$ cat config.mk
export PLATFORM = sky130hd
export DESIGN_NAME = local_line_editor
export DESIGN_NICKNAME = d
export VERILOG_FILES = /design/src/hw/rtl/lel_pkg.sv /design/src/hw/rtl/lel_glyph.sv /design/src/hw/rtl/lel_out.sv /design/src/hw/rtl/lel_seq.sv /design/src/hw/rtl/local_line_editor.sv
export SDC_FILE = /design/constraint.sdc
export NUM_CORES = 1
export LEC_CHECK = 0
export ABC_AREA = 1
export BUFFER_PORTS_ARGS = -buffer_cell sky130_fd_sc_hd__buf_2
export CAP_MARGIN = 20
export CORE_MARGIN = 3
export CORE_UTILIZATION = 30
export CTS_CLUSTER_SIZE = 14
export DETAILED_ROUTE_END_ITERATION = 10
export PLACE_DENSITY = 0.43
export SKIP_CTS_REPAIR_TIMING = 1
export SLEW_MARGIN = 20
export SYNTH_ARGS = -nofsm -noshare
export SYNTH_HDL_FRONTEND = slang
export SYNTH_SLANG_ARGS = --single-unit
$ cat constraint.sdc
create_clock -name i_clk -period 3.93 [get_ports i_clk]
set_clock_uncertainty 0.05 [all_clocks]
set_input_delay 0.393 -clock i_clk [delete_from_list [all_inputs] [get_ports i_clk]]
set_output_delay 0.393 -clock i_clk [all_outputs]
set_load 0.005 [all_outputs]
$ cat src/hw/rtl/lel_pkg.sv
// lel_pkg: shared types and constants for the local line editor
// no dependencies; imported by every lel_* module and the top level
package lel_pkg;

    typedef struct packed {
        logic line_editing;
        logic echo_enable;
        logic utf8_mode;
    } t_cfg;

    typedef struct packed {
        logic [1:0] kind;
        logic [7:0] data;
        logic [2:0] cols;
    } t_emit;

    typedef struct packed {
        logic emit_valid;
        logic finish;
    } t_seq_ctl;

    typedef struct packed {
        logic ready;
    } t_out_ctl;

    localparam logic [1:0] KIND_TERM  = 2'd0;
    localparam logic [1:0] KIND_CHILD = 2'd1;
    localparam logic [1:0] KIND_ERASE = 2'd2;

    localparam logic [1:0] CFG_LINE_EDITING = 2'd0;
    localparam logic [1:0] CFG_ECHO_ENABLE  = 2'd1;
    localparam logic [1:0] CFG_UTF8_MODE    = 2'd2;

    localparam logic [8:0] KEY_BS     = 9'h108;
    localparam logic [8:0] KEY_DEL    = 9'h17F;
    localparam logic [8:0] KEY_WORD   = 9'h017;
    localparam logic [8:0] KEY_REDRAW = 9'h012;
    localparam logic [8:0] KEY_QUOTE  = 9'h016;
    localparam logic [8:0] KEY_EOF    = 9'h004;
    localparam logic [8:0] KEY_ENTER  = 9'h10D;
    localparam logic [8:0] KEY_KILL   = 9'h015;
    localparam logic [8:0] KEY_INTR   = 9'h003;
    localparam logic [8:0] KEY_QUIT   = 9'h01C;
    localparam logic [8:0] KEY_SUSP   = 9'h01A;

    localparam logic [7:0] CH_CR     = 8'h0D;
    localparam logic [7:0] CH_LF     = 8'h0A;
    localparam logic [7:0] CH_SPACE  = 8'h20;
    localparam logic [7:0] CH_CARET  = 8'h5E;
    localparam logic [7:0] CH_R      = 8'h52;
    localparam logic [7:0] CH_QMARK  = 8'h3F;
    localparam logic [7:0] CH_LT     = 8'h3C;
    localparam logic [7:0] CH_GT     = 8'h3E;
    localparam logic [7:0] CH_DEL    = 8'h7F;
    localparam logic [7:0] CH_TAB    = 8'h09;
    localparam logic [7:0] CTRL_SHOW = 8'h40;

endpackage

$ cat src/hw/rtl/lel_glyph.sv
// lel_glyph: shared glyph unit, gives one echo character per sub step and the column width
// depends on lel_pkg
module lel_glyph (
    input  logic [7:0] i_byte,
    input  logic       i_utf8,
    input  logic [1:0] i_sub,
    output logic [7:0] o_char,
    output logic [1:0] o_last_sub,
    output logic [2:0] o_width
);
    import lel_pkg::*;

    logic plain_print;
    logic shown;

    function automatic logic [7:0] hex_char(input logic [3:0] n);
        logic [7:0] v;
        v = {4'h0, n};
        hex_char = (n < 4'd10) ? (v + 8'h30) : (v + 8'h37);
    endfunction

    always_comb begin
        plain_print = (i_byte >= CH_SPACE) && (i_byte < CH_DEL);
        shown = plain_print || (!i_utf8 && i_byte >= 8'hA0) || (i_utf8 && i_byte[7]);
        o_char = i_byte;
        o_last_sub = 2'd0;
        if (!shown && !i_byte[7]) begin
            o_last_sub = 2'd1;
            if (i_sub == 2'd0) begin
                o_char = CH_CARET;
            end else if (i_byte == CH_DEL) begin
                o_char = CH_QMARK;
            end else begin
                o_char = i_byte + CTRL_SHOW;
            end
        end else if (!shown) begin
            o_last_sub = 2'd3;
            case (i_sub)
                2'd0:    o_char = CH_LT;
                2'd1:    o_char = hex_char(i_byte[7:4]);
                2'd2:    o_char = hex_char(i_byte[3:0]);
                default: o_char = CH_GT;
            endcase
        end
    end

    always_comb begin
        if (plain_print || (!i_utf8 && i_byte >= 8'hA0)) begin
            o_width = 3'd1;
        end else if (!i_byte[7]) begin
            o_width = 3'd2;
        end else if (i_utf8 && i_byte[6]) begin
            o_width = 3'd1;
        end else if (i_utf8) begin
            o_width = 3'd0;
        end else begin
            o_width = 3'd4;
        end
    end

endmodule

$ cat src/hw/rtl/lel_out.sv
// lel_out: one-item hold stage and output register, marks the final item of each key
// depends on lel_pkg
module lel_out (
    input  logic               i_clk,
    input  logic               i_rst_n,
    input  lel_pkg::t_seq_ctl  i_seq_ctl,
    input  lel_pkg::t_emit     i_emit,
    input  logic               i_out_stall,
    output lel_pkg::t_out_ctl  o_out_ctl,
    output logic               o_out_valid,
    output logic [1:0]         o_kind,
    output logic [7:0]         o_data_byte,
    output logic [2:0]         o_erase_columns,
    output logic               o_last
);
    import lel_pkg::*;

    logic  r_hold_valid;
    t_emit r_hold;
    logic  r_out_valid;
    t_emit r_out;
    logic  r_last;
    logic  out_free;
    logic  ready;
    logic  move;

    assign out_free = !r_out_valid || !i_out_stall;
    assign ready = !r_hold_valid || out_free;
    assign move = r_hold_valid && out_free && (i_seq_ctl.emit_valid || i_seq_ctl.finish);
    assign o_out_ctl.ready = ready;

    always_ff @(posedge i_clk) begin
        if (!i_rst_n) begin
            r_hold_valid <= 1'b0;
            r_out_valid  <= 1'b0;
        end else begin
            if (move) begin
                r_out_valid <= 1'b1;
            end else if (out_free) begin
                r_out_valid <= 1'b0;
            end
            if (i_seq_ctl.emit_valid && ready) begin
                r_hold_valid <= 1'b1;
            end else if (i_seq_ctl.finish && ready) begin
                r_hold_valid <= 1'b0;
            end
        end
    end

    always_ff @(posedge i_clk) begin
        if (move) begin
            r_out  <= r_hold;
            r_last <= i_seq_ctl.finish;
        end
        if (i_seq_ctl.emit_valid && ready) begin
            r_hold <= i_emit;
        end
    end

    assign o_out_valid     = r_out_valid;
    assign o_kind          = r_out.kind;
    assign o_data_byte     = r_out.data;
    assign o_erase_columns = r_out.cols;
    assign o_last          = r_last;

endmodule

$ cat src/hw/rtl/lel_seq.sv
// lel_seq: key decoder, line store and sequencer that walks the store through the glyph unit
// depends on lel_pkg and lel_glyph
module lel_seq #(
    parameter int LINE_DEPTH = 8
) (
    input  logic               i_clk,
    input  logic               i_rst_n,
    input  lel_pkg::t_cfg      i_cfg,
    input  logic               i_in_valid,
    output logic               o_in_stall,
    input  logic [7:0]         i_key_byte,
    input  logic               i_is_special,
    input  logic               i_interactive,
    input  lel_pkg::t_out_ctl  i_out_ctl,
    output lel_pkg::t_seq_ctl  o_seq_ctl,
    output lel_pkg::t_emit     o_emit
);
    import lel_pkg::*;

    localparam int IDX_W = (LINE_DEPTH > 1) ? $clog2(LINE_DEPTH) : 1;
    localparam int LEN_W = $clog2(LINE_DEPTH + 1);
    localparam logic [LEN_W-1:0] DEPTH_L = LEN_W'(LINE_DEPTH);

    typedef enum logic [10:0] {
        S_IDLE   = 11'b000_0000_0001,
        S_SEND   = 11'b000_0000_0010,
        S_ERASE  = 11'b000_0000_0100,
        S_PASS   = 11'b000_0000_1000,
        S_BS     = 11'b000_0001_0000,
        S_WORD   = 11'b000_0010_0000,
        S_HDR    = 11'b000_0100_0000,
        S_REDRAW = 11'b000_1000_0000,
        S_ECHO   = 11'b001_0000_0000,
        S_TAIL   = 11'b010_0000_0000,
        S_FINISH = 11'b100_0000_0000
    } t_state;

    typedef enum logic [1:0] {
        C_EDIT  = 2'd0,
        C_PASS  = 2'd1,
        C_EOF   = 2'd2,
        C_ENTER = 2'd3
    } t_cmd;

    t_state r_state, n_state;
    t_cmd   r_cmd, n_cmd;
    logic [LEN_W-1:0] r_len, n_len;
    logic [IDX_W-1:0] r_idx, n_idx;
    logic [1:0] r_sub, n_sub;
    logic r_quote, n_quote;
    logic r_first, n_first;
    logic r_empty, n_empty;
    logic [7:0] r_kb, n_kb;
    logic [7:0] r_prev, n_prev;
    logic [7:0] r_store [LINE_DEPTH];

    logic [LEN_W-1:0] len_m1;
    logic len_zero;
    logic send_end;
    logic [IDX_W-1:0] rd_idx;
    logic [7:0] rd_byte;
    logic [7:0] glyph_in;
    logic [7:0] g_char;
    logic [1:0] g_last_sub;
    logic [2:0] g_width;
    logic wr_en;
    logic is_enter;
    logic do_store;
    logic go;

    function automatic logic is_space(input logic [7:0] c);
        is_space = (c == CH_SPACE) || ((c >= CH_TAB) && (c <= CH_CR));
    endfunction

    function automatic logic is_start(input logic [7:0] c, input logic utf8);
        is_start = !utf8 || (c[7:6] != 2'b10);
    endfunction

    assign len_m1   = r_len - LEN_W'(1);
    assign len_zero = (r_len == '0);
    assign send_end = (LEN_W'(r_idx) == len_m1);
    assign rd_idx   = (r_state == S_ERASE || r_state == S_BS || r_state == S_WORD)
                      ? len_m1[IDX_W-1:0] : r_idx;
    assign rd_byte  = r_store[rd_idx];
    assign glyph_in = (r_state == S_ECHO) ? r_kb : rd_byte;
    assign is_enter = ({i_is_special, i_key_byte} == KEY_ENTER)
                      || (!i_is_special && !i_interactive && i_key_byte == CH_CR);

    lel_glyph u_glyph (
        .i_byte     (glyph_in),
        .i_utf8     (i_cfg.utf8_mode),
        .i_sub      (r_sub),
        .o_char     (g_char),
        .o_last_sub (g_last_sub),
        .o_width    (g_width)
    );

    always_comb begin
        n_state = r_state;
        n_cmd   = r_cmd;
        n_len   = r_len;
        n_idx   = r_idx;
        n_sub   = r_sub;
        n_quote = r_quote;
        n_first = r_first;
        n_empty = r_empty;
        n_kb    = r_kb;
        n_prev  = r_prev;
        wr_en   = 1'b0;
        do_store = 1'b0;
        o_seq_ctl = '0;
        o_emit  = '0;
        go      = 1'b0;

        unique case (r_state)
            S_IDLE: begin
                if (i_in_valid) begin
                    n_kb  = i_key_byte;
                    n_idx = '0;
                    n_sub = 2'd0;
                    n_cmd = C_EDIT;
                    n_state = S_FINISH;
                    if (!i_cfg.line_editing) begin
                        n_cmd = C_PASS;
                        n_state = len_zero ? S_PASS : S_SEND;
                    end else if (r_quote) begin
                        do_store = 1'b1;
                    end else if (is_enter) begin
                        n_cmd = C_ENTER;
                        n_empty = len_zero;
                        n_state = len_zero ? S_TAIL : S_SEND;
                    end else begin
                        unique case ({i_is_special, i_key_byte}) inside
                            KEY_BS, KEY_DEL: n_state = S_BS;
                            KEY_WORD: begin
                                n_state = S_WORD;
                                n_first = 1'b1;
                            end
                            KEY_REDRAW: n_state = i_cfg.echo_enable ? S_HDR : S_FINISH;
                            KEY_QUOTE:  n_quote = 1'b1;
                            KEY_EOF: begin
                                n_cmd = C_EOF;
                                n_state = len_zero ? S_FINISH : S_SEND;
                            end
                            KEY_KILL, KEY_INTR, KEY_QUIT, KEY_SUSP: n_state = S_ERASE;
                            default: do_store = 1'b1;
                        endcase
                    end
                    if (do_store) begin
                        n_quote = 1'b0;
                        if (r_len < DEPTH_L) begin
                            wr_en = 1'b1;
                            n_len = r_len + LEN_W'(1);
                            n_state = i_cfg.echo_enable ? S_ECHO : S_FINISH;
                        end
                    end
                end
            end
            S_SEND: begin
                o_seq_ctl.emit_valid = 1'b1;
                o_emit.kind = KIND_CHILD;
                o_emit.data = rd_byte;
                if (i_out_ctl.ready) begin
                    if (send_end) begin
                        n_idx = '0;
                        n_sub = 2'd0;
                        case (r_cmd)
                            C_PASS: n_state = S_ERASE;
                            C_EOF: begin
                                n_len = '0;
                                n_state = S_FINISH;
                            end
                            C_ENTER: begin
                                n_len = '0;
                                n_state = S_TAIL;
                            end
                            default: n_state = S_FINISH;
                        endcase
                    end else begin
                        n_idx = r_idx + IDX_W'(1);
                    end
                end
            end
            S_ERASE: begin
                if (len_zero) begin
                    n_sub = 2'd0;
                    n_state = (r_cmd == C_PASS) ? S_PASS : S_FINISH;
                end else begin
                    o_seq_ctl.emit_valid = ((r_cmd == C_PASS) || i_cfg.echo_enable)
                                           && (g_width != 3'd0);
                    o_emit.kind = KIND_ERASE;
                    o_emit.cols = g_width;
                    go = !o_seq_ctl.emit_valid || i_out_ctl.ready;
                    if (go) begin
                        n_len = len_m1;
                    end
                end
            end
            S_PASS: begin
                o_emit.data = r_kb;
                if (r_sub == 2'd0) begin
                    o_seq_ctl.emit_valid = i_cfg.echo_enable;
                    o_emit.kind = KIND_TERM;
                    go = !o_seq_ctl.emit_valid || i_out_ctl.ready;
                    if (go) begin
                        n_sub = 2'd1;
                    end
                end else begin
                    o_seq_ctl.emit_valid = 1'b1;
                    o_emit.kind = KIND_CHILD;
                    if (i_out_ctl.ready) begin
                        n_sub = 2'd0;
                        n_state = S_FINISH;
                    end
                end
            end
            S_BS: begin
                if (len_zero) begin
                    n_state = S_FINISH;
                end else begin
                    o_seq_ctl.emit_valid = i_cfg.echo_enable && (g_width != 3'd0);
                    o_emit.kind = KIND_ERASE;
                    o_emit.cols = g_width;
                    go = !o_seq_ctl.emit_valid || i_out_ctl.ready;
                    if (go) begin
                        n_len = len_m1;
                        if (is_start(rd_byte, i_cfg.utf8_mode)) begin
                            n_state = S_FINISH;
                        end
                    end
                end
            end
            S_WORD: begin
                if (len_zero) begin
                    n_state = S_FINISH;
                end else if (!r_first && is_space(rd_byte) && !is_space(r_prev)) begin
                    n_state = S_FINISH;
                end else begin
                    o_seq_ctl.emit_valid = i_cfg.echo_enable && (g_width != 3'd0);
                    o_emit.kind = KIND_ERASE;
                    o_emit.cols = g_width;
                    go = !o_seq_ctl.emit_valid || i_out_ctl.ready;
                    if (go) begin
                        n_len = len_m1;
                        n_prev = rd_byte;
                        n_first = 1'b0;
                    end
                end
            end
            S_HDR: begin
                o_seq_ctl.emit_valid = 1'b1;
                o_emit.kind = KIND_TERM;
                case (r_sub)
                    2'd0:    o_emit.data = CH_CARET;
                    2'd1:    o_emit.data = CH_R;
                    2'd2:    o_emit.data = CH_CR;
                    default: o_emit.data = CH_LF;
                endcase
                if (i_out_ctl.ready) begin
                    if (r_sub == 2'd3) begin
                        n_sub = 2'd0;
                        n_idx = '0;
                        n_state = len_zero ? S_FINISH : S_REDRAW;
                    end else begin
                        n_sub = r_sub + 2'd1;
                    end
                end
            end
            S_REDRAW: begin
                o_seq_ctl.emit_valid = 1'b1;
                o_emit.kind = KIND_TERM;
                o_emit.data = g_char;
                if (i_out_ctl.ready) begin
                    if (r_sub == g_last_sub) begin
                        n_sub = 2'd0;
                        if (send_end) begin
                            n_idx = '0;
                            n_state = S_FINISH;
                        end else begin
                            n_idx = r_idx + IDX_W'(1);
                        end
                    end else begin
                        n_sub = r_sub + 2'd1;
                    end
                end
            end
            S_ECHO: begin
                o_seq_ctl.emit_valid = 1'b1;
                o_emit.kind = KIND_TERM;
                o_emit.data = g_char;
                if (i_out_ctl.ready) begin
                    if (r_sub == g_last_sub) begin
                        n_sub = 2'd0;
                        n_state = S_FINISH;
                    end else begin
                        n_sub = r_sub + 2'd1;
                    end
                end
            end
            S_TAIL: begin
                o_emit.data = CH_CR;
                if (r_sub == 2'd0) begin
                    o_seq_ctl.emit_valid = r_empty;
                    o_emit.kind = KIND_CHILD;
                end else begin
                    o_seq_ctl.emit_valid = i_cfg.echo_enable;
                    o_emit.kind = KIND_TERM;
                    if (r_sub != 2'd1) begin
                        o_emit.data = CH_LF;
                    end
                end
                go = !o_seq_ctl.emit_valid || i_out_ctl.ready;
                if (go) begin
                    if (r_sub == 2'd2) begin
                        n_sub = 2'd0;
                        n_len = '0;
                        n_state = S_FINISH;
                    end else begin
                        n_sub = r_sub + 2'd1;
                    end
                end
            end
            S_FINISH: begin
                o_seq_ctl.finish = 1'b1;
                if (i_out_ctl.ready) begin
                    n_state = S_IDLE;
                end
            end
            default: n_state = S_IDLE;
        endcase
    end

    assign o_in_stall = (r_state != S_IDLE);

    always_ff @(posedge i_clk) begin
        if (!i_rst_n) begin
            r_state <= S_IDLE;
            r_cmd   <= C_EDIT;
            r_len   <= '0;
            r_idx   <= '0;
            r_sub   <= 2'd0;
            r_quote <= 1'b0;
            r_first <= 1'b0;
            r_empty <= 1'b0;
        end else begin
            r_state <= n_state;
            r_cmd   <= n_cmd;
            r_len   <= n_len;
            r_idx   <= n_idx;
            r_sub   <= n_sub;
            r_quote <= n_quote;
            r_first <= n_first;
            r_empty <= n_empty;
        end
    end

    always_ff @(posedge i_clk) begin
        r_kb   <= n_kb;
        r_prev <= n_prev;
        if (wr_en) begin
            r_store[r_len[IDX_W-1:0]] <= i_key_byte;
        end
    end

endmodule

$ cat src/hw/rtl/local_line_editor.sv
// local_line_editor: top level of the local line editor, holds the configuration registers
// depends on lel_pkg, lel_seq and lel_out
//
// use: one key item enters on i_in_valid while o_in_stall is low (key byte, special flag,
// interactive flag). the block then stalls its input while a sequencer walks the line
// store, one step per cycle while the output is ready, and produces zero or more result
// items on the output channel (kind, data byte, erase columns, last). o_last marks the
// final item of a key; a key that causes nothing produces no item.
// timing: the sequencer works through a key in steps. a step sends one result item,
// removes a byte with no erase item, skips an echo step that is off or makes the closing
// check of an erase loop. a redraw of a full line of hex glyphs is the longest sequence.
// each result item is registered in the hold stage and then in the output register.
// a receiver stall on i_out_stall holds the output register; the sequencer puts one
// more item into the hold stage and then waits, so nothing is lost.
// configuration: writes on the cfg channel are always taken and should be made while
// the block is idle. index 0 line editing, 1 echo, 2 utf-8; bit 0 of the data is used.
// reset: clears the line, the quote-next flag and both channels; line editing and echo
// come up on, utf-8 off. no clearing pass is needed.
module local_line_editor #(
    parameter int LINE_DEPTH = 8
) (
    input  logic       i_clk,
    input  logic       i_rst_n,
    input  logic       i_in_valid,
    output logic       o_in_stall,
    input  logic [7:0] i_key_byte,
    input  logic       i_is_special,
    input  logic       i_interactive,
    output logic       o_out_valid,
    input  logic       i_out_stall,
    output logic [1:0] o_kind,
    output logic [7:0] o_data_byte,
    output logic [2:0] o_erase_columns,
    output logic       o_last,
    input  logic       i_cfg_valid,
    output logic       o_cfg_ready,
    input  logic [1:0] i_cfg_index,
    input  logic       i_cfg_data
);
    import lel_pkg::*;

    t_cfg     r_cfg;
    t_seq_ctl seq_ctl;
    t_out_ctl out_ctl;
    t_emit    emit;

    assign o_cfg_ready = 1'b1;

    always_ff @(posedge i_clk) begin
        if (!i_rst_n) begin
            r_cfg.line_editing <= 1'b1;
            r_cfg.echo_enable  <= 1'b1;
            r_cfg.utf8_mode    <= 1'b0;
        end else if (i_cfg_valid && o_cfg_ready) begin
            unique case (i_cfg_index)
                CFG_LINE_EDITING: r_cfg.line_editing <= i_cfg_data;
                CFG_ECHO_ENABLE:  r_cfg.echo_enable  <= i_cfg_data;
                CFG_UTF8_MODE:    r_cfg.utf8_mode    <= i_cfg_data;
                default: ;
            endcase
        end
    end

    lel_seq #(
        .LINE_DEPTH (LINE_DEPTH)
    ) u_seq (
        .i_clk         (i_clk),
        .i_rst_n       (i_rst_n),
        .i_cfg         (r_cfg),
        .i_in_valid    (i_in_valid),
        .o_in_stall    (o_in_stall),
        .i_key_byte    (i_key_byte),
        .i_is_special  (i_is_special),
        .i_interactive (i_interactive),
        .i_out_ctl     (out_ctl),
        .o_seq_ctl     (seq_ctl),
        .o_emit        (emit)
    );

    lel_out u_out (
        .i_clk           (i_clk),
        .i_rst_n         (i_rst_n),
        .i_seq_ctl       (seq_ctl),
        .i_emit          (emit),
        .i_out_stall     (i_out_stall),
        .o_out_ctl       (out_ctl),
        .o_out_valid     (o_out_valid),
        .o_kind          (o_kind),
        .o_data_byte     (o_data_byte),
        .o_erase_columns (o_erase_columns),
        .o_last          (o_last)
    );

endmodule

==> qor.csv, run 1 <==
stage;metric;value;unit
power;leakage;4.15;nW
logic_synthesis;synth_fa_ha_area_share;1.98;%
placed_design;io_buffer_count;33;
logic_synthesis;syn-num-nets;931;
sta;slew_violations;0;
logic_synthesis;netlist.area_leader.share;42.3;%
placed_design;place_ws;0.0325;ns
sta;relSlewSlack;66.5;%
final_layout;final_cell_count_no_fill;1347;
logic_synthesis;ys_seq_elements;137;
worst_setup_path;cp-startpoint;u_seq.r_state[9]$_SDFFE_PN0P_;
routing;first_pass_iters;6;
sta;setup_violations;0;
hold_path;min_path_type;primary input to flip-flop;
logic_synthesis;yosys.area_share.simple;29.3;%
logic_synthesis;ys.flop_type;edfxtp_1;
floorplanning;die_h;165;um
clocking;clkLatencyLatePin;0.44;ns
sta;finalSetupTns;0;ns
logic_synthesis;synth_top_area_cell;edfxtp_1;
power;ir_drop;0.301;mV
job;drv_cap;0;
logic_synthesis;synth_area_leaders;edfxtp_1 (42%), nand2_1 (11%), dfxtp_1 (7.9%);
logic_synthesis;synthXorXnorAreaFrac;0.691;%
final_layout;nNetsFinal;1041;
final_layout;area_delta_synth_final;24.3;%
grt;antenna_found_initial;0;
sta;rsz0062_at_grt;true;
logic_synthesis;synth_warnings;0;
clocking;root_buffer;clkbuf_16;
sta;min_period;3.79;ns
final_layout;diodes;0;
grt;grt_pass1_vias;6210;
final_layout;fill_cells;2535;
logic_synthesis;netlist_area;7600;um2
logic_synthesis;synth_top_family_by_area;simple AND/OR/NAND/NOR gates;
worst_setup_path;cpMostUsedCell;nand2_4;
logic_synthesis;synthMuxAreaShare;0;%
worst_setup_path;crit_type;flip-flop to flip-flop;
sta;finalCritPeriodShare;96.4;%
clocking;cts_tree;built;
sta;max_freq;264;MHz
logic_synthesis;avgSynthCellArea;8.43;um2
logic_synthesis;synth_compound_area_share;9.76;%
worst_setup_path;worstPathMaxFanout;8;
routing;vias;6630;
worst_setup_path;worstPathRequired;4.21;ns
power;power.density;914;nW/um2
sta;finalHoldViolCount;0;
clocking;clk_pin_slew_worst_paths;0.07;ns
grt;grt_remaining_overflow;0;
logic_synthesis;synth-edff-count;107;
floorplanning;initial_core_util;30.9;%
worst_setup_path;r2r_start;u_seq.r_state[9]$_SDFFE_PN0P_;
clocking;cts_made_buffers;17;
placed_design;dp.cells;1295;
logic_synthesis;postSynth.asyncResetShare;0;%
floorplanning;rows;57;
floorplanning;ioPinCount;35;
placed_design;post_dp_cell_area;8500;um2
worst_setup_path;slowest_delay;0.36;ns
logic_synthesis;syn_inst;901;
grt;grt_pass1_wl;35400;um
routing;drt_wl_total;23200;um
clocking;htree_num_levels;4;
outcome;status;finished clean;
routing;detail_route.iter0.violations;692;
logic_synthesis;ys_seq_area_share;50.2;%
worst_setup_path;cp_slowest_cell;dfxtp_4;
sta;worst_slack;0.140;ns
routing;postRouteAntennaNets;0;
placed_design;dp_hpwl;16800;um
final_layout;final_common_cell;nand2_1;
routing;wl_per_cell;17.3;um
clocking;clk_path_buf_depth;2;
sta;worst_slew_pin_slew;0.501;ns
grt;grt_use_total;17.2;%
floorplanning;core_area;24600;um2
final_layout;stdcell_area;9450;um2
routing;drcViolationCount;0;
routing;vias_per_cell;4.92;
logic_synthesis;yosysUniqueCellTypes;54;
final_layout;fin_util;38.4;%
floorplanning;dieWidth;165;um
placed_design;gp_congestion;0.918;
final_layout;mostFrequentLayoutCells;nand2_1 (221), inv_1 (121), edfxtp_1 (107), nand3_1 (91), nor2_1 (66);
hold_path;hold_path_startpoint;i_out_stall;
clocking;cts.sinks;137;
grt;grt_max_degree;23;
worst_setup_path;critPathLaunchType;flip-flop;
worst_setup_path;worst_ep_arrival_time;4.07;ns
final_layout;drive_above_1_share;22.0;%
worst_setup_path;crit_path_end_kind;flip-flop;
floorplanning;die_area;27300;um2
-- power by group --
part | switching, mW | internal, mW | total [mW]
clock | 0.676 | 0.869 | 1.54
sequential | 0.106 | 1.81 | 1.92
combinational | 3.25 | 1.93 | 5.18
total | 4.03 | 4.61 | 8.64
-- path summary, 6_finish.rpt --
path                                     to  slack [ns]  depth (start not counted)
max             u_seq.r_idx[2]$_SDFFE_PN0P_        0.14                         30
min          u_out.o_out_valid$_SDFFE_PN0P_        0.17                          3
max reg2reg     u_seq.r_idx[2]$_SDFFE_PN0P_        0.14                         30
min reg2reg  u_out.o_data_byte[4]$_DFFE_PP_        0.37                          0
-- state kept, by name, indices dropped and copies added (netlist names), 2 cells and up --
signal and cells:
u_seq.r_prev 8, r_cfg 3, u_out.o_data_byte 8, u_seq.r_state 11
u_seq.r_len 4, u_out.o_kind 2, u_seq.r_idx 3, u_out.o_erase_columns 3
u_out.r_hold 13, u_seq.r_cmd 2, u_seq.r_store 64, u_seq.r_sub 2
u_seq.r_kb 8
-- logic make-up after synthesis --
logic type | count (synthesis)
AND/OR/NAND/NOR | 481
buffers and inverters | 146
flip-flops | 137
AO/OA/AOI/OAI | 118
adder cells (fa/ha/maj) | 12
XOR/XNOR | 6
other | 1
-- Yosys cell counts, types with 2 or more instances --
| master | number |
|---|---|
| xor2_1 | 6 |
| o21ai_0 | 30 |
| nor2_4 | 3 |
| clkinv_1 | 3 |
| o21ai_1 | 8 |
| a221oi_1 | 3 |
| nor3_1 | 23 |
| nand2_4 | 9 |
| nand3_2 | 7 |
| edfxtp_1 | 107 |
| dfxtp_1 | 30 |
| inv_1 | 122 |
| o22ai_1 | 2 |
| buf_4 | 3 |
| nor2_2 | 2 |
| o41ai_1 | 2 |
| o32ai_1 | 2 |
| a21oi_1 | 36 |
| clkbuf_1 | 4 |
| nor2_1 | 78 |
| nand2_1 | 228 |
| nand3_4 | 3 |
| nor4_1 | 3 |
| ha_1 | 12 |
| nand3_1 | 93 |
| inv_2 | 5 |
| a31oi_1 | 3 |
| nand2_2 | 10 |
| o31ai_1 | 4 |
| or2_2 | 4 |
| buf_2 | 3 |
| o21ai_2 | 4 |
| a41oi_1 | 3 |
| a211oi_1 | 4 |
| nand4_1 | 13 |
| buf_6 | 6 |
| o211ai_1 | 5 |
| a2111oi_0 | 2 |
-- final cells by class --
type	count	area, um2	share of cell area (%)
Sequential cell	137	3820	40.5
Clock inverter	14	121	1.28
Multi-Input combinational cell	622	3380	35.8
Timing Repair Buffer	103	798	8.45
Tap cell	324	405	4.29
Inverter	130	488	5.17
Clock buffer	17	425	4.50
-- per-layer routing --
metal  track usage, %  share of wire, %  wire, um  up-vias
met2             26.6                45     10400      224
met4             5.79               2.0       460        0
met3             3.27               5.4      1250       46
met1             24.1                48     11100     3097
li1                 -                 -         -     3263
met5                0                 0         0        -
-- critical path, delay by kind of cell, from the launching register on --
family / cells / cell delay (ns)
flops: 1 / 0.36
simple gates: 20 / 2.08
buf+inv: 5 / 0.65
compound gates: 4 / 0.38
fa+ha+maj: 1 / 0.15
-- stage by stage --
| step | total power [mW] | hold slack, ns |
|---|---|---|
| after floorplan | 4.89 | 0.350 |
| after global placement | 6.52 | 0.352 |
| after detailed placement | 6.48 | 0.356 |
| after CTS | 8.04 | 0.177 |
| after global routing | 9.28 | 0.195 |
| final | 8.64 | 0.174 |
No activity file was read; power rests on OpenSTA's default activity.
==> run 2: changes to the inputs <==
- PLACE_DENSITY: 0.43 -> unset
==> qor.csv, run 2 (synthesis gave the netlist of run 1 again) <==
stage;metric;value;unit;change
worst_setup_path;r2r_slack;0.20;ns;+0.06 ns
hold_path;hold_path_startpoint;i_out_stall;;
grt;grt_pass1_vias;6178;;-0.52%
floorplanning;die_area;27300;um2;unchanged
worst_setup_path;r2r_start;u_seq.r_state[9]$_SDFFE_PN0P_;;
routing;postRouteAntennaNets;0;;unchanged
sta;finalHoldViolCount;0;;unchanged
worst_setup_path;reg2regPathDepth;31;;+3.3%
outcome;status;finished clean;;
routing;detail_route.iter0.violations;560;;-19%
routing;vias_per_cell;4.90;;-0.48%
sta;max_freq;268;MHz;+1.7%
routing;drcViolationCount;0;;unchanged
sta;slew_violations;0;;unchanged
sta;finalHoldWorstSlack;0.207;ns;+0.0334 ns
power;ir_drop;0.327;mV;+8.5%
worst_setup_path;slowest_delay;0.36;ns;about the same
worst_setup_path;worstPathMaxFanout;7;;-1
grt;grt_use_total;16.1;%;-1.1 points
final_layout;nNetsFinal;1034;;-0.67%
floorplanning;ioPinCount;35;;unchanged
final_layout;stdcell_area;9310;um2;-1.4%
placed_design;gp_congestion;0.969;;+5.5%
clocking;clk_path_buf_depth;2;;unchanged
worst_setup_path;worst_ep_arrival_time;3.99;ns;-0.08 ns
routing;first_pass_iters;5;;-1
final_layout;drive_above_1_share;20.7;%;-1.2 points
worst_setup_path;cpMostUsedCell;nand2_1;;
floorplanning;initial_core_util;30.9;%;unchanged
sta;min_period;3.73;ns;-0.0632 ns
final_layout;area_delta_synth_final;22.6;%;
floorplanning;die_h;165;um;unchanged
power;leakage;4.10;nW;-1.1%
sta;relSlewSlack;65.5;%;-0.96 points
clocking;clk_pin_slew_worst_paths;0.06;ns;about the same
floorplanning;rows;57;;unchanged
clocking;htree_num_levels;4;;unchanged
routing;drt_wl_total;22000;um;-5.4%
floorplanning;core_area;24600;um2;unchanged
hold_path;hold_depth;3;;unchanged
sta;worst_slew_pin_slew;0.516;ns;+0.0143 ns
sta;rsz0062_at_grt;true;;
worst_setup_path;critPathLaunchType;flip-flop;;
job;drv_cap;0;;unchanged
final_layout;largest_reg_flops;64;;unchanged
sta;worst_slack;0.204;ns;+0.0632 ns
grt;grt_max_degree;23;;unchanged
placed_design;post_dp_cell_area;8370;um2;-1.5%
grt;grt_pass1_wl;33800;um;-4.5%
worst_setup_path;cp_slowest_cell;dfxtp_4;;
clocking;clkLatencyLatePin;0.42;ns;-0.02 ns
floorplanning;dieWidth;165;um;unchanged
clocking;root_buffer;clkbuf_16;;
worst_setup_path;reg2reg_to;u_seq.r_state[9]$_SDFFE_PN0P_;;
routing;wl_per_cell;16.4;um;-4.9%
sta;setup_violations;0;;unchanged
grt;antenna_found_initial;0;;unchanged
worst_setup_path;crit_path_end_kind;flip-flop;;
placed_design;io_buffer_count;33;;unchanged
grt;grt_remaining_overflow;0;;unchanged
final_layout;diodes;0;;unchanged
placed_design;dp_hpwl;15900;um;-5.4%
hold_path;hold_path_end;u_out.o_out_valid$_SDFFE_PN0P_;;
final_layout;fin_util;37.9;%;-0.54 points
final_layout;mostFrequentLayoutCells;nand2_1 (219), inv_1 (121), edfxtp_1 (107), nand3_1 (91), nor2_1 (69);;
final_layout;final_common_cell;nand2_1;;
power;power.density;884;nW/um2;-3.4%
hold_path;min_path_type;primary input to flip-flop;;
clocking;cts_made_buffers;17;;unchanged
worst_setup_path;crit_type;flip-flop to flip-flop;;
placed_design;place_ws;0.0272;ns;-0.00523 ns
worst_setup_path;worstPathRequired;4.20;ns;about the same
clocking;cts.sinks;137;;unchanged
sta;finalCritPeriodShare;94.8;%;-1.6 points
clocking;cts_tree;built;;
routing;vias;6569;;-0.92%
power;total_power;8.23;mW;-4.7%
[run 2: worst max-delay path, delay by kind of cell, from the launching register on]
family                     cells  cell delay (ns)
adders and majority gates      1             0.16
and+or+nand+nor               20             2.02
buffers and inverters          6             0.63
DFF                            1             0.36
AOI/OAI and AO/OA              4             0.41
[run 2: cell type report]
cell class / count / area (um2)
Fill cell: 2505 / 15300
Sequential cell: 137 / 3820
Multi-Input combinational cell: 620 / 3360
Timing Repair Buffer: 98 / 704
Inverter: 130 / 488
Clock buffer: 21 / 440
Tap cell: 324 / 405
Clock inverter: 11 / 100
[run 2: how the worst max path moves through the flow]
stage                                   from                       endpoint  slack [ns]  cells after the start
3_5_place_dp   u_seq.r_state[8]$_SDFFE_PN0P_      u_out.r_hold[3]$_DFFE_PP_        0.03                     28
5_1_grt        u_seq.r_state[2]$_SDFFE_PN0P_  u_seq.r_state[7]$_SDFFE_PN0P_       -0.07                     29
6_report       u_seq.r_state[9]$_SDFFE_PN0P_  u_seq.r_state[9]$_SDFFE_PN0P_        0.20                     31
3_3_place_gp   u_seq.r_state[0]$_SDFFE_PN1P_      u_out.r_hold[3]$_DFFE_PP_        0.05                     28
4_1_cts        u_seq.r_state[0]$_SDFFE_PN1P_      u_out.r_hold[3]$_DFFE_PP_      -0.005                     28
2_1_floorplan  u_seq.r_state[0]$_SDFFE_PN1P_      u_out.r_hold[5]$_DFFE_PP_        0.32                     30
[run 2: through the flow]
stage / setup TNS (ns) / instances
after floorplan: 0 / 901
after global placement: 0 / 1283
after detailed placement: 0 / 1283
after CTS: -0.00520 / 1315
after global routing: -0.430 / 1341
final: 0 / 1341
[run 2: where the power goes]
part           total [mW]  internal (mW)  leakage (nW)  switching, mW
registers            1.93           1.81          1.21          0.117
logic                4.83           1.74          2.62           3.08
clock network        1.48          0.869         0.263          0.609
total                8.23           4.42          4.10           3.81
[run 2: per-layer routing]
| layer | track usage [%] | vias to the layer above | part of all wire (%) |
|---|---|---|---|
| li1 | - | 3250 | - |
| met1 | 21.5 | 3114 | 45 |
| met2 | 27.2 | 189 | 50 |
| met3 | 2.69 | 16 | 4.9 |
| met4 | 3.96 | 0 | 0.93 |
| met5 | 0 | - | 0 |
